## config.mk

```make
export PLATFORM = sky130hd
export DESIGN_NAME = text_scanline_rasterizer
export DESIGN_NICKNAME = d
export VERILOG_FILES = /design/src/tsr_pkg.sv /design/src/tsr_ctrl.sv /design/src/tsr_datapath.sv /design/src/text_scanline_rasterizer.sv
export SDC_FILE = /design/constraint.sdc
export NUM_CORES = 1
export LEC_CHECK = 0
export BUFFER_PORTS_ARGS = -buffer_cell sky130_fd_sc_hd__buf_4
export CAP_MARGIN = 20
export CORE_MARGIN = 3
export CORE_UTILIZATION = 40
export CTS_CLUSTER_SIZE = 12
export DETAILED_ROUTE_END_ITERATION = 12
export GPL_ROUTABILITY_DRIVEN = 0
export PLACE_DENSITY = 0.59
export SKIP_CTS_REPAIR_TIMING = 1
export SLEW_MARGIN = 10
export SYNTH_ARGS = -nofsm -noshare
export SYNTH_HDL_FRONTEND = slang
export SYNTH_SLANG_ARGS = --single-unit
```

## constraint.sdc

```tcl
create_clock -name aclk -period 11.79 [get_ports aclk]
set_input_delay 0 -clock aclk [delete_from_list [all_inputs] [get_ports aclk]]
set_output_delay 0 -clock aclk [all_outputs]
set_load 0.01 [all_outputs]
```

## src/tsr_pkg.sv

```systemverilog
// shared types, constants and glyph font for the text scan-line rasterizer
package tsr_pkg;

    // pen and column positions (a drawing pen is below 127, plus at most 5 or 6 scaled glyph columns)
    localparam int PEN_W      = 8;
    localparam int SCALE_W    = 4;
    localparam int OX_W       = 7;
    localparam int OY_W       = 6;
    localparam int CODE_W     = 8;
    localparam int SCAN_W     = 6;
    localparam int ROW_W      = 3;
    localparam int COL_W      = 3;
    localparam int CFG_IDX_W  = 2;
    localparam int CFG_DATA_W = 7;
    localparam int BYTE_IDX_W = 4;

    localparam int GLYPH_COLS = 5;
    localparam int GLYPH_ROWS = 7;
    localparam int PEN_ADV    = 6;

    // configuration register indexes
    localparam logic [CFG_IDX_W-1:0] CFG_ORIGIN_X   = 2'd0;
    localparam logic [CFG_IDX_W-1:0] CFG_ORIGIN_Y   = 2'd1;
    localparam logic [CFG_IDX_W-1:0] CFG_TEXT_SCALE = 2'd2;

    // character codes with glyphs
    localparam logic [7:0] CODE_ZERO  = 8'h30;
    localparam logic [7:0] CODE_NINE  = 8'h39;
    localparam logic [7:0] CODE_A     = 8'h41;
    localparam logic [7:0] CODE_Z     = 8'h5a;
    localparam logic [7:0] CODE_COLON = 8'h3a;
    localparam logic [7:0] CODE_DOT   = 8'h2e;
    localparam logic [7:0] CODE_DASH  = 8'h2d;
    localparam logic [7:0] CODE_SLASH = 8'h2f;
    localparam logic [7:0] CODE_GT    = 8'h3e;

    // column font, bit 0 is the top row
    localparam logic [0:9][0:4][7:0] DIGIT_ROM = {
        8'h3e, 8'h51, 8'h49, 8'h45, 8'h3e,  8'h00, 8'h42, 8'h7f, 8'h40, 8'h00,
        8'h42, 8'h61, 8'h51, 8'h49, 8'h46,  8'h21, 8'h41, 8'h45, 8'h4b, 8'h31,
        8'h18, 8'h14, 8'h12, 8'h7f, 8'h10,  8'h27, 8'h45, 8'h45, 8'h45, 8'h39,
        8'h3c, 8'h4a, 8'h49, 8'h49, 8'h30,  8'h01, 8'h71, 8'h09, 8'h05, 8'h03,
        8'h36, 8'h49, 8'h49, 8'h49, 8'h36,  8'h06, 8'h49, 8'h49, 8'h29, 8'h1e
    };

    localparam logic [0:25][0:4][7:0] LETTER_ROM = {
        8'h7e, 8'h11, 8'h11, 8'h11, 8'h7e,  8'h7f, 8'h49, 8'h49, 8'h49, 8'h36,
        8'h3e, 8'h41, 8'h41, 8'h41, 8'h22,  8'h7f, 8'h41, 8'h41, 8'h22, 8'h1c,
        8'h7f, 8'h49, 8'h49, 8'h49, 8'h41,  8'h7f, 8'h09, 8'h09, 8'h09, 8'h01,
        8'h3e, 8'h41, 8'h49, 8'h49, 8'h7a,  8'h7f, 8'h08, 8'h08, 8'h08, 8'h7f,
        8'h00, 8'h41, 8'h7f, 8'h41, 8'h00,  8'h20, 8'h40, 8'h41, 8'h3f, 8'h01,
        8'h7f, 8'h08, 8'h14, 8'h22, 8'h41,  8'h7f, 8'h40, 8'h40, 8'h40, 8'h40,
        8'h7f, 8'h02, 8'h0c, 8'h02, 8'h7f,  8'h7f, 8'h04, 8'h08, 8'h10, 8'h7f,
        8'h3e, 8'h41, 8'h41, 8'h41, 8'h3e,  8'h7f, 8'h09, 8'h09, 8'h09, 8'h06,
        8'h3e, 8'h41, 8'h51, 8'h21, 8'h5e,  8'h7f, 8'h09, 8'h19, 8'h29, 8'h46,
        8'h46, 8'h49, 8'h49, 8'h49, 8'h31,  8'h01, 8'h01, 8'h7f, 8'h01, 8'h01,
        8'h3f, 8'h40, 8'h40, 8'h40, 8'h3f,  8'h1f, 8'h20, 8'h40, 8'h20, 8'h1f,
        8'h3f, 8'h40, 8'h38, 8'h40, 8'h3f,  8'h63, 8'h14, 8'h08, 8'h14, 8'h63,
        8'h07, 8'h08, 8'h70, 8'h08, 8'h07,  8'h61, 8'h51, 8'h49, 8'h45, 8'h43
    };

    // commands from the controller to the datapath
    typedef struct packed {
        logic             accept;
        logic             calc;
        logic             draw;
        logic             emit;
        logic [COL_W-1:0] col;
    } tsr_cmd_t;

    // status from the datapath to the controller
    typedef struct packed {
        logic draw_en;
        logic out_free;
        logic byte_last;
    } tsr_status_t;

    // one glyph column for a code, zero for blank codes and columns past the glyph
    function automatic logic [7:0] glyph_slice(input logic [7:0] code,
                                               input logic [COL_W-1:0] col);
        logic [7:0] dig;
        logic [7:0] let_i;
        logic [7:0] res;
        dig   = code - CODE_ZERO;
        let_i = code - CODE_A;
        res   = 8'h00;
        if (col < COL_W'(GLYPH_COLS)) begin
            if (code inside {[CODE_ZERO:CODE_NINE]}) begin
                res = DIGIT_ROM[dig[3:0]][col];
            end else if (code inside {[CODE_A:CODE_Z]}) begin
                res = LETTER_ROM[let_i[4:0]][col];
            end else begin
                case (code)
                    CODE_COLON: res = (col == 3'd2) ? 8'h24 : 8'h00;
                    CODE_DOT:   res = (col == 3'd2) ? 8'h40 : 8'h00;
                    CODE_DASH:  res = (col < 3'd4) ? 8'h08 : 8'h00;
                    CODE_SLASH: res = 8'h40 >> col;
                    CODE_GT: begin
                        case (col)
                            3'd1:    res = 8'h22;
                            3'd2:    res = 8'h14;
                            3'd3:    res = 8'h08;
                            default: res = 8'h00;
                        endcase
                    end
                    default:    res = 8'h00;
                endcase
            end
        end
        return res;
    endfunction

endpackage

```

## src/tsr_ctrl.sv

```systemverilog
// sequencing controller: accept, band check, per-column draw steps, line emit
module tsr_ctrl (
    input  logic                 aclk,
    input  logic                 aresetn,
    input  logic                 s_tvalid,
    output logic                 s_tready,
    input  logic                 s_tlast,
    input  tsr_pkg::tsr_status_t status,
    output tsr_pkg::tsr_cmd_t    cmd
);
    import tsr_pkg::*;

    typedef enum logic [3:0] {
        ST_IDLE = 4'b0001,
        ST_CALC = 4'b0010,
        ST_DRAW = 4'b0100,
        ST_EMIT = 4'b1000
    } state_t;

    state_t           state_reg, state_next;
    logic             last_reg, last_next;
    logic [COL_W-1:0] col_reg, col_next;
    logic             accept;

    assign s_tready = (state_reg == ST_IDLE);
    assign accept   = s_tvalid && s_tready;

    // next state and commands
    always_comb begin
        state_next = state_reg;
        last_next  = last_reg;
        col_next   = col_reg;
        cmd        = '0;
        cmd.col    = col_reg;
        case (state_reg)
            ST_IDLE: begin
                if (accept) begin
                    cmd.accept = 1'b1;
                    last_next  = s_tlast;
                    state_next = ST_CALC;
                end
            end
            ST_CALC: begin
                cmd.calc = 1'b1;
                col_next = '0;
                if (status.draw_en) begin
                    state_next = ST_DRAW;
                end else if (last_reg) begin
                    state_next = ST_EMIT;
                end else begin
                    state_next = ST_IDLE;
                end
            end
            ST_DRAW: begin
                cmd.draw = 1'b1;
                col_next = col_reg + 1'b1;
                if (col_reg == COL_W'(GLYPH_COLS - 1)) begin
                    state_next = last_reg ? ST_EMIT : ST_IDLE;
                end
            end
            ST_EMIT: begin
                cmd.emit = status.out_free;
                if (status.out_free && status.byte_last) begin
                    state_next = ST_IDLE;
                end
            end
            default: begin
                state_next = ST_IDLE;
            end
        endcase
    end

    // state registers
    always_ff @(posedge aclk) begin
        if (!aresetn) begin
            state_reg <= ST_IDLE;
            last_reg  <= 1'b0;
            col_reg   <= '0;
        end else begin
            state_reg <= state_next;
            last_reg  <= last_next;
            col_reg   <= col_next;
        end
    end

endmodule

```

## src/tsr_datapath.sv

```systemverilog
// datapath: config registers, band and row math, line store, pen and output word register
module tsr_datapath #(
    parameter int LINE_PIXELS = 128
) (
    input  logic                           aclk,
    input  logic                           aresetn,
    input  logic                           cfg_we,
    input  logic [tsr_pkg::CFG_IDX_W-1:0]  cfg_index,
    input  logic [tsr_pkg::CFG_DATA_W-1:0] cfg_data,
    input  logic [tsr_pkg::CODE_W-1:0]     in_code,
    input  logic [tsr_pkg::SCAN_W-1:0]     in_scan,
    input  tsr_pkg::tsr_cmd_t              cmd,
    output tsr_pkg::tsr_status_t           status,
    input  logic                           m_tready,
    output logic                           m_tvalid,
    output logic [7:0]                     out_line_byte,
    output logic [tsr_pkg::BYTE_IDX_W-1:0] out_byte_index,
    output logic                           out_last_byte
);
    import tsr_pkg::*;

    localparam int LINE_BYTES = ((LINE_PIXELS / 8) > 16) ? 16 : (LINE_PIXELS / 8);
    localparam int LINE_LIMIT = LINE_BYTES * 8;
    localparam int BIDX_W     = $clog2(LINE_BYTES);

    // configuration
    logic [OX_W-1:0]    origin_x_reg;
    logic [OY_W-1:0]    origin_y_reg;
    logic [SCALE_W-1:0] scale_reg;

    // item and draw state
    logic [CODE_W-1:0]     code_reg;
    logic [SCAN_W-1:0]     scan_reg;
    logic [ROW_W-1:0]      row_reg, row_next;
    logic [PEN_W-1:0]      pen_reg, pen_next;
    logic [PEN_W-1:0]      colpos_reg, colpos_next;
    logic                  run_start_reg, run_start_next;
    logic [LINE_LIMIT-1:0] line_reg, line_next;
    logic [BIDX_W-1:0]     bcnt_reg, bcnt_next;

    // output word register
    logic                  ovalid_reg, ovalid_next;
    logic [7:0]            obyte_reg;
    logic [BIDX_W-1:0]     oidx_reg;
    logic                  olast_reg;

    // combinational helpers
    logic [PEN_W-1:0]  pen_eff;
    logic [OY_W-1:0]   dy;
    logic [6:0]        span;
    logic              in_band;
    logic [ROW_W-1:0]  row_calc;
    logic [PEN_W-1:0]  col_hi;
    logic [LINE_LIMIT-1:0] span_mask;
    logic [7:0]        slice;
    logic              slice_on;
    logic [7:0]        sel_byte;
    logic              byte_last;

    // configuration writes
    always_ff @(posedge aclk) begin
        if (!aresetn) begin
            origin_x_reg <= '0;
            origin_y_reg <= '0;
            scale_reg    <= SCALE_W'(1);
        end else if (cfg_we) begin
            case (cfg_index)
                CFG_ORIGIN_X:   origin_x_reg <= cfg_data[OX_W-1:0];
                CFG_ORIGIN_Y:   origin_y_reg <= cfg_data[OY_W-1:0];
                CFG_TEXT_SCALE: scale_reg    <= cfg_data[SCALE_W-1:0];
                default:        ;
            endcase
        end
    end

    // pen at the start of this character
    assign pen_eff = run_start_reg ? PEN_W'(origin_x_reg) : pen_reg;

    // band test and glyph row: row counts how many whole scale steps fit in dy
    assign dy      = scan_reg - origin_y_reg;
    assign span    = 7'(scale_reg) * 7'(GLYPH_ROWS);
    assign in_band = (scan_reg >= origin_y_reg) && (7'(dy) < span)
                     && (pen_eff < PEN_W'(LINE_LIMIT - 1));

    always_comb begin
        row_calc = '0;
        for (int k = 1; k < GLYPH_ROWS; k++) begin
            if (7'(dy) >= 7'(scale_reg) * 7'(k)) begin
                row_calc = row_calc + 1'b1;
            end
        end
    end

    // pixel span of the current glyph column, clipped by the store width
    assign col_hi = colpos_reg + PEN_W'(scale_reg);
    always_comb begin
        for (int p = 0; p < LINE_LIMIT; p++) begin
            span_mask[p] = (PEN_W'(p) >= colpos_reg) && (PEN_W'(p) < col_hi);
        end
    end

    assign slice    = glyph_slice(code_reg, cmd.col);
    assign slice_on = slice[row_reg];

    // byte select for output, pixel 8k at bit 7
    always_comb begin
        for (int i = 0; i < 8; i++) begin
            sel_byte[7-i] = line_reg[{bcnt_reg, 3'b000} + i];
        end
    end
    assign byte_last = (bcnt_reg == BIDX_W'(LINE_BYTES - 1));

    assign status.draw_en   = in_band;
    assign status.out_free  = !ovalid_reg || m_tready;
    assign status.byte_last = byte_last;

    // line store, pen and byte counter
    always_comb begin
        row_next       = row_reg;
        pen_next       = pen_reg;
        colpos_next    = colpos_reg;
        run_start_next = run_start_reg;
        line_next      = line_reg;
        bcnt_next      = bcnt_reg;
        if (cmd.calc) begin
            row_next       = row_calc;
            colpos_next    = pen_eff;
            run_start_next = 1'b0;
            pen_next       = in_band ? (pen_eff + PEN_W'(7'(scale_reg) * 7'(PEN_ADV)))
                                     : pen_eff;
        end
        if (cmd.draw) begin
            colpos_next = col_hi;
            if (slice_on) begin
                line_next = line_reg | span_mask;
            end
        end
        if (cmd.emit) begin
            bcnt_next = bcnt_reg + 1'b1;
            if (byte_last) begin
                bcnt_next      = '0;
                line_next      = '0;
                pen_next       = '0;
                run_start_next = 1'b1;
            end
        end
    end

    // output valid
    always_comb begin
        ovalid_next = ovalid_reg;
        if (cmd.emit) begin
            ovalid_next = 1'b1;
        end else if (m_tready) begin
            ovalid_next = 1'b0;
        end
    end

    // control registers
    always_ff @(posedge aclk) begin
        if (!aresetn) begin
            pen_reg       <= '0;
            run_start_reg <= 1'b1;
            line_reg      <= '0;
            bcnt_reg      <= '0;
            ovalid_reg    <= 1'b0;
        end else begin
            pen_reg       <= pen_next;
            run_start_reg <= run_start_next;
            line_reg      <= line_next;
            bcnt_reg      <= bcnt_next;
            ovalid_reg    <= ovalid_next;
        end
    end

    // payload registers
    always_ff @(posedge aclk) begin
        row_reg    <= row_next;
        colpos_reg <= colpos_next;
        if (cmd.accept) begin
            code_reg <= in_code;
            scan_reg <= in_scan;
        end
        if (cmd.emit) begin
            obyte_reg <= sel_byte;
            oidx_reg  <= bcnt_reg;
            olast_reg <= byte_last;
        end
    end

    assign m_tvalid       = ovalid_reg;
    assign out_line_byte  = obyte_reg;
    assign out_byte_index = BYTE_IDX_W'(oidx_reg);
    assign out_last_byte  = olast_reg;

endmodule

```

## src/text_scanline_rasterizer.sv

```systemverilog
// top level of the text scan-line rasterizer: 5x7 column font into a line store
//
//  channel   direction  handshake            payload
//  s_        in         s_tvalid/s_tready    s_tdata char_code, scan_line; s_tlast last_char
//  m_        out        m_tvalid/m_tready    m_tdata line_byte, byte_index; m_tlast last_byte
//  cfg_      in         cfg_valid/cfg_ready  cfg_index register, cfg_data value
//
// a character is accepted, then band checked, and ends there when it lies outside the band or the pen is past
// the line; when it draws, a draw step for each glyph column follows through the shared span mask unit.
// a last character then sends one word per cycle, 16 words for a 128-pixel line,
// held back by m_tready; the next character is taken once the last word is loaded.
// reset clears the line store, the pen, the byte count, output valid and the origins (text_scale comes up as 1).
// configuration writes are always taken.
module text_scanline_rasterizer #(
    parameter int LINE_PIXELS = 128
) (
    input  logic        aclk,
    input  logic        aresetn,
    // input words
    input  logic        s_tvalid,
    output logic        s_tready,
    input  logic [15:0] s_tdata,   // [7:0] char_code, [13:8] scan_line, [15:14] zero
    input  logic        s_tlast,   // last_char
    // result words
    output logic        m_tvalid,
    input  logic        m_tready,
    output logic [15:0] m_tdata,   // [7:0] line_byte, [11:8] byte_index, [15:12] zero
    output logic        m_tlast,   // last_byte
    // configuration writes
    input  logic        cfg_valid,
    output logic        cfg_ready,
    input  logic [1:0]  cfg_index,
    input  logic [6:0]  cfg_data
);
    import tsr_pkg::*;

    tsr_cmd_t              cmd;
    tsr_status_t           status;
    logic [7:0]            line_byte;
    logic [BYTE_IDX_W-1:0] byte_index;

    assign cfg_ready = 1'b1;

    // controller
    tsr_ctrl u_ctrl (
        .aclk     (aclk),
        .aresetn  (aresetn),
        .s_tvalid (s_tvalid),
        .s_tready (s_tready),
        .s_tlast  (s_tlast),
        .status   (status),
        .cmd      (cmd)
    );

    // datapath
    tsr_datapath #(
        .LINE_PIXELS (LINE_PIXELS)
    ) u_datapath (
        .aclk           (aclk),
        .aresetn        (aresetn),
        .cfg_we         (cfg_valid && cfg_ready),
        .cfg_index      (cfg_index),
        .cfg_data       (cfg_data),
        .in_code        (s_tdata[7:0]),
        .in_scan        (s_tdata[13:8]),
        .cmd            (cmd),
        .status         (status),
        .m_tready       (m_tready),
        .m_tvalid       (m_tvalid),
        .out_line_byte  (line_byte),
        .out_byte_index (byte_index),
        .out_last_byte  (m_tlast)
    );

    // pack the result word
    assign m_tdata = {4'b0000, byte_index, line_byte};

endmodule
```

==> out/qor.yml, run 1 <==
status: "finished with violations"
violations: "negative hold slack"
drv_slew: 0
postLayoutCoreUtil: 0.455
rsz0062_at_grt: "false"
design_area_sq_um: 16300
arrival_ns: 6.51
final-hold-violation-count: 2
async_flop_share: 0
antennaDiodeCount: 0
grt_pass1_vias: 13100
worst_slack_ns: 5.63
path_max_fanout: 88
root_buffer: "clkbuf_16"
fp.dieH_microns: 198
tightest_slew_ns: 1.25
grt_max_degree: 94
tns_ns: 0
intPower_mw: 1.67
p_switching_mw: 1.16
start_kind: "register"
swShare: 0.409
start_util: 0.409
maxCapViolations: 0
dpl_worst_slack_ns: 5.81
layout-drive-gt1-share: 0.100
fmax_ghz: 0.162
min_period_over_period: 0.522
grt_pass1_wl_mm: 73.8
seq_power_share: 0.289
slew_headroom: 0.156
hp-class: "primary input to register"
cts.clk_slew.worst_paths_ns: 0.06
cts_buffer_depth: 3
layout_commonest_cell: "nand2_1"
fin_total_pwr_mw: 2.83
numCtsBuffers: 24
routed_wl_mm: 47.7
ir_worst_vdd_uv: 112
nets: 1921
vias: 14100
power_frac_clock: 0.275
placed_area_sq_um: 15200
r2r_slack_ns: 5.63
crit_chain: "inv_1 > ha_1 > ha_1 > buf_4 > nor2b_1 > nor4_1 > o32ai_1 > o21ai_0 > a21oi_1 > o31ai_1 > and3_1 > a311oi_2 > nand2b_4 > buf_4 > o21ai_1"
cts_tree: "built"
p_leak_nw: 5.99
dp_cells: 2204
finClkSkew_ns: 0.0411
dieArea_sq_um: 39000
drt-initial-drc-count: 1447
whs_ns: -0.0405
slowest_delay_ns: 0.80
largest_reg_flops: 128
power.density_nw_per_um2: 173
grt_overflow: 0
ys.flop_type: "dfxtp_1"
vias_per_cell: 6.17
antenna_found_initial: 0
synth_seq_cells: 205
ys_warn_count: 0
final_cells: 2280
synth_edf_count: 38
yosysSeqAreaShare: 0.305
rows: 69
synth.avg_cell_area_sq_um: 8.10
wl_per_cell_microns: 20.9
grt.total_usage: 0.233
fin_crit_ns: 6.16
fill_cells: 3549
firstDrtPassIters: 6
worstSetupPathType: "register to register"
htreeDepth: 1
clock_latency_ns: 0.54
io_buffers: 43
cp-end-kind: "register"
final_cell_mix: "nand2_1, dfxtp_1, o21ai_0"
power_frac_comb: 0.436
postRouteAntennaNets: 0
setup_viol: 0
clock_sinks: 205
drc: 0
synthCells: 1812
coreArea_sq_um: 35900
dp_hpwl_mm: 32.5
floorplan.io_pins: 51
fp.dieW_microns: 198
syn_to_final_growth_pct: 11.2
ys_types: 89
synth_area_sq_um: 14700
slowest_stage: "buf_4"
cp_data_required_time_ns: 12.14
power by group through the flow:
stage / registers [mW] / logic [mW] / clock network [mW]
finish: 0.819 / 1.23 / 0.778
global route: 0.822 / 1.35 / 0.817
CTS: 0.817 / 1.19 / 0.791
detailed placement: 0.832 / 1.18 / 0
global placement: 0.831 / 1.16 / 0
floorplan: 0.808 / 0.878 / 0
routing by layer:
| metal | wire [microns] | up-vias | share of wire | track usage |
|---|---|---|---|---|
| met4 | 1360 | 0 | 0.029 | 0.0710 |
| met3 | 4380 | 99 | 0.092 | 0.0517 |
| met5 | 0 | - | 0 | 0 |
| li1 | - | 6632 | - | - |
| met2 | 20900 | 646 | 0.44 | 0.362 |
| met1 | 21000 | 6683 | 0.44 | 0.326 |
path summary, 6_finish.rpt:
check,startpoint,endpoint,cells after the start
setup / recovery,u_datapath.code_reg[1],u_datapath.line_reg[25],15
hold / removal,s_tvalid,u_ctrl.state_reg[2],3
setup reg to reg,u_datapath.code_reg[1],u_datapath.line_reg[25],15
hold reg to reg,u_datapath.line_reg[123],u_datapath.line_reg[123],2
cell families (layout without fill, tap and decap cells):
| group | Yosys count | count (layout) | synth area share |
|---|---|---|---|
| other | 2 | 5 | 0.000511 |
| flip-flops | 205 | 205 | 0.305 |
| AO/OA/AOI/OAI | 623 | 623 | 0.275 |
| AND/OR/NAND/NOR | 560 | 560 | 0.178 |
| adder cells (fa/ha/maj) | 91 | 91 | 0.0818 |
| multiplexers | 92 | 92 | 0.0779 |
| buffers and inverters | 205 | 209 | 0.0603 |
| XOR/XNOR | 34 | 34 | 0.0213 |
worst max-delay path, delay by kind of cell (launching register included):
family | cells | cell delay, ns
DFF | 1 | 0.76
AOI/OAI and AO/OA | 6 | 1.60
buffers and inverters | 3 | 1.53
and+or+nand+nor | 4 | 1.00
adders and majority gates | 2 | 1.02
Yosys cell counts (8+ instances only):
library cell  count  area [sq um]
nand2_1         244           916
dfxtp_1         167          3340
o21ai_0         137           686
a21oi_1         126           631
clkbuf_1        105           394
nor2_1          102           383
ha_1             80          1000
o21ai_1          65           325
inv_1            62           233
mux2i_1          58           581
nand3_1          43           215
nor2b_1          40           250
edfxtp_1         38          1140
o211ai_1         36           270
o31ai_1          35           263
nor3_1           31           155
o22ai_1          27           169
o221ai_1         24           210
xnor2_1          20           175
a21o_1           18           135
mux2_2           18           203
nand2b_1         18           113
mux4_2           16           360
a22oi_1          13          97.6
a31oi_1          13          81.3
o21a_1           12          90.1
xor2_1           12           105
a221oi_1         11          96.3
and2_1           11          68.8
buf_1            11          41.3
nor4_1           11          68.8
o2111ai_1        11          96.3
or2_2            11          68.8
a32o_1           10           100
o21ai_2          10          87.6
a311oi_1          9          78.8
buf_6             9           101
fa_1              9           180
and3_1            8          50.1
buf_2             8          40.0
layout make-up:
type / count / area (sq um) / area share
Multi-Input combinational cell: 1405 / 9350 / 0.572
Sequential cell: 205 / 4490 / 0.275
Timing Repair Buffer: 102 / 850 / 0.0520
Clock buffer: 38 / 734 / 0.0450
Tap cell: 461 / 577 / 0.0353
Inverter: 63 / 236 / 0.0145
Clock inverter: 6 / 101 / 0.00620
(Power assumes the default switching activity.)
==> inputs of run 2 (changes only) <==
- clock period: 11.79 -> 6.05 ns (I/O delays scaled with it)
==> out/qor.yml, run 2 (synthesis gave the netlist of run 1 again) <==
min_to: "u_datapath.origin_x_reg[1]"
cts_buffer_depth: 3  # unchanged
coreArea_sq_um: 35900  # unchanged
clock_latency_ns: 0.54  # about the same
wl_met1_mm: 21.2  # +0.92%
fill_cells: 3528  # -0.59%
finClkSkew_ns: 0.0312  # -0.00981 ns
tightest_slew_ns: 1.03  # -0.221 ns
crit_family: "adder cells"
cp-end-kind: "register"
final_cells: 2294  # +0.61%
fp.dieW_microns: 198  # unchanged
wl_per_cell_microns: 20.8  # -0.87%
r2r_slack_ns: 0.89  # -4.74 ns
vias: 14200  # +0.87%
crit_buf_inv: 0  # -3
dr_wl_met2_mm: 20.6  # -1.7%
drt-initial-drc-count: 1598  # +10%
hold_start: "cfg_index[1]"
final_cell_mix: "nand2_1, dfxtp_1, o21ai_0"
cp_data_required_time_ns: 6.31  # -5.83 ns
slowest_stage: "nor3b_1"
largest_reg_flops: 128  # unchanged
rows: 69  # unchanged
arrival_ns: 5.42  # -1.09 ns
tns_ns: 0  # unchanged
floorplan.io_pins: 51  # unchanged
slew_headroom: 0.308  # +0.151
firstDrtPassIters: 6  # unchanged
setup_viol: 0  # unchanged
grt.total_usage: 0.236  # +0.00232
worstHoldPathCells: 5  # +2
syn_to_final_growth_pct: 11.5
grt_pass1_vias: 13300  # +1.5%
antennaDiodeCount: 0  # unchanged
whs_ns: 0.0296  # +0.0701 ns
numCtsBuffers: 24  # unchanged
maxCapViolations: 0  # unchanged
path_max_fanout: 6  # -93%
fp.dieH_microns: 198  # unchanged
crit_chain: "ha_1 > nor2b_1 > o21a_1 > o21a_1 > o21ai_0 > nor3b_1 > nor2_1 > nor4_1 > ha_1 > xnor2_1 > ha_1 > mux2_2 > ha_1 > mux2_2 > ha_1 > mux2_2"
fin_crit_ns: 5.16  # -1.00 ns
r2r-start: "u_datapath.scan_reg[1]"
rr_worst_depth: 16  # +1
power.density_nw_per_um2: 330  # +90%
antenna_found_initial: 0  # unchanged
vias_per_cell: 6.18  # +0.26%
rsz0062_at_grt: "false"
grt_overflow: 0  # unchanged
highest_layer: "met4"
grt_max_degree: 87  # -7.4%
dieArea_sq_um: 39000  # unchanged
slowest_delay_ns: 0.52  # -0.28 ns
r2r-end: "u_datapath.row_reg[1]"
grt_pass1_wl_mm: 74.3  # +0.73%
ir_worst_vdd_uv: 153  # +37%
dpl_worst_slack_ns: 0.958  # -4.85 ns
fmax_ghz: 0.194  # +19%
hp-class: "primary input to register"
wl_met3_mm: 4.27  # -2.6%
dp_cells: 2217  # +0.59%
htreeDepth: 1  # unchanged
postLayoutCoreUtil: 0.456  # +0.00129
layout_commonest_cell: "nand2_1"
final-hold-violation-count: 0  # -2
worst_slack_ns: 0.893  # -4.74 ns
drc: 0  # unchanged
dp_hpwl_mm: 32.8  # +0.99%
p_leak_nw: 6.04  # +0.81%
layout-drive-gt1-share: 0.110  # +0.00960
status: "completed"
start_util: 0.409  # unchanged
min_period_over_period: 0.852  # +0.330
drv_slew: 0  # unchanged
cts_tree: "built"
routed_wl_mm: 47.6  # -0.26%
cts.clk_slew.worst_paths_ns: 0.06  # about the same
start_kind: "register"
clock_sinks: 205  # unchanged
io_buffers: 43  # unchanged
worstSetupPathType: "register to register"
nets: 1935  # +0.73%
postRouteAntennaNets: 0  # unchanged
critPathMostFrequentCell: "ha_1"
root_buffer: "clkbuf_16"
run 2: cell count changes in the layout (fill, tap and decap cells not counted), sizes merged:
cell,previous run,this run
buf,70,84
clkinv,3,8
bufinv,2,0
clkbuf,38,36
dlygate4sd3,32,31
run 2: per-stage QoR:
| step | total power [mW] | cell area, sq um |
|---|---|---|
| 2_1_floorplan | 3.28 | 14700 |
| 3_3_place_gp | 3.90 | 15300 |
| 3_5_place_dp | 3.92 | 15300 |
| 4_1_cts | 5.35 | 16100 |
| 5_1_grt | 5.73 | 16400 |
| 6_report | 5.40 | 16400 |
run 2: per-layer routing:
metal | global-route usage | vias to the layer above
met2 | 0.353 | 706
met5 | 0 | -
met1 | 0.339 | 6717
li1 | - | 6659
met4 | 0.0815 | 0
met3 | 0.0459 | 101
run 2: cell type report:
type	count	area [sq um]	area share
sequential	205	4490	0.274
clock inverter	9	60.1	0.00367
tap	461	577	0.0352
clock buffer	35	722	0.0441
multi-input combinational	1405	9350	0.571
timing repair buffer	116	950	0.0580
inverter	63	236	0.0144
run 2: how the worst max path moves through the flow:
stage                            startpoint               endpoint  cells after the start
floorplan            u_datapath.scan_reg[0]  u_datapath.row_reg[1]                     18
global placement    u_datapath.scale_reg[2]  u_datapath.row_reg[1]                     16
CTS                 u_datapath.scale_reg[2]  u_datapath.row_reg[1]                     16
finish               u_datapath.scan_reg[1]  u_datapath.row_reg[1]                     16
detailed placement  u_datapath.scale_reg[2]  u_datapath.row_reg[1]                     16
global route         u_datapath.scan_reg[1]  u_datapath.row_reg[1]                     16
run 2: tightest hold or removal path, cell delays in order:
cell,delay (ns)
buf_4,0.09
nor3b_1,0.04
buf_4,0.17
mux2i_1,0.15
nor2b_1,0.05
run 2: report_power, final:
part	internal, mW	switching (mW)
logic	0.852	1.55
registers	1.50	0.0918
clock network	0.829	0.582
total	3.18	2.22
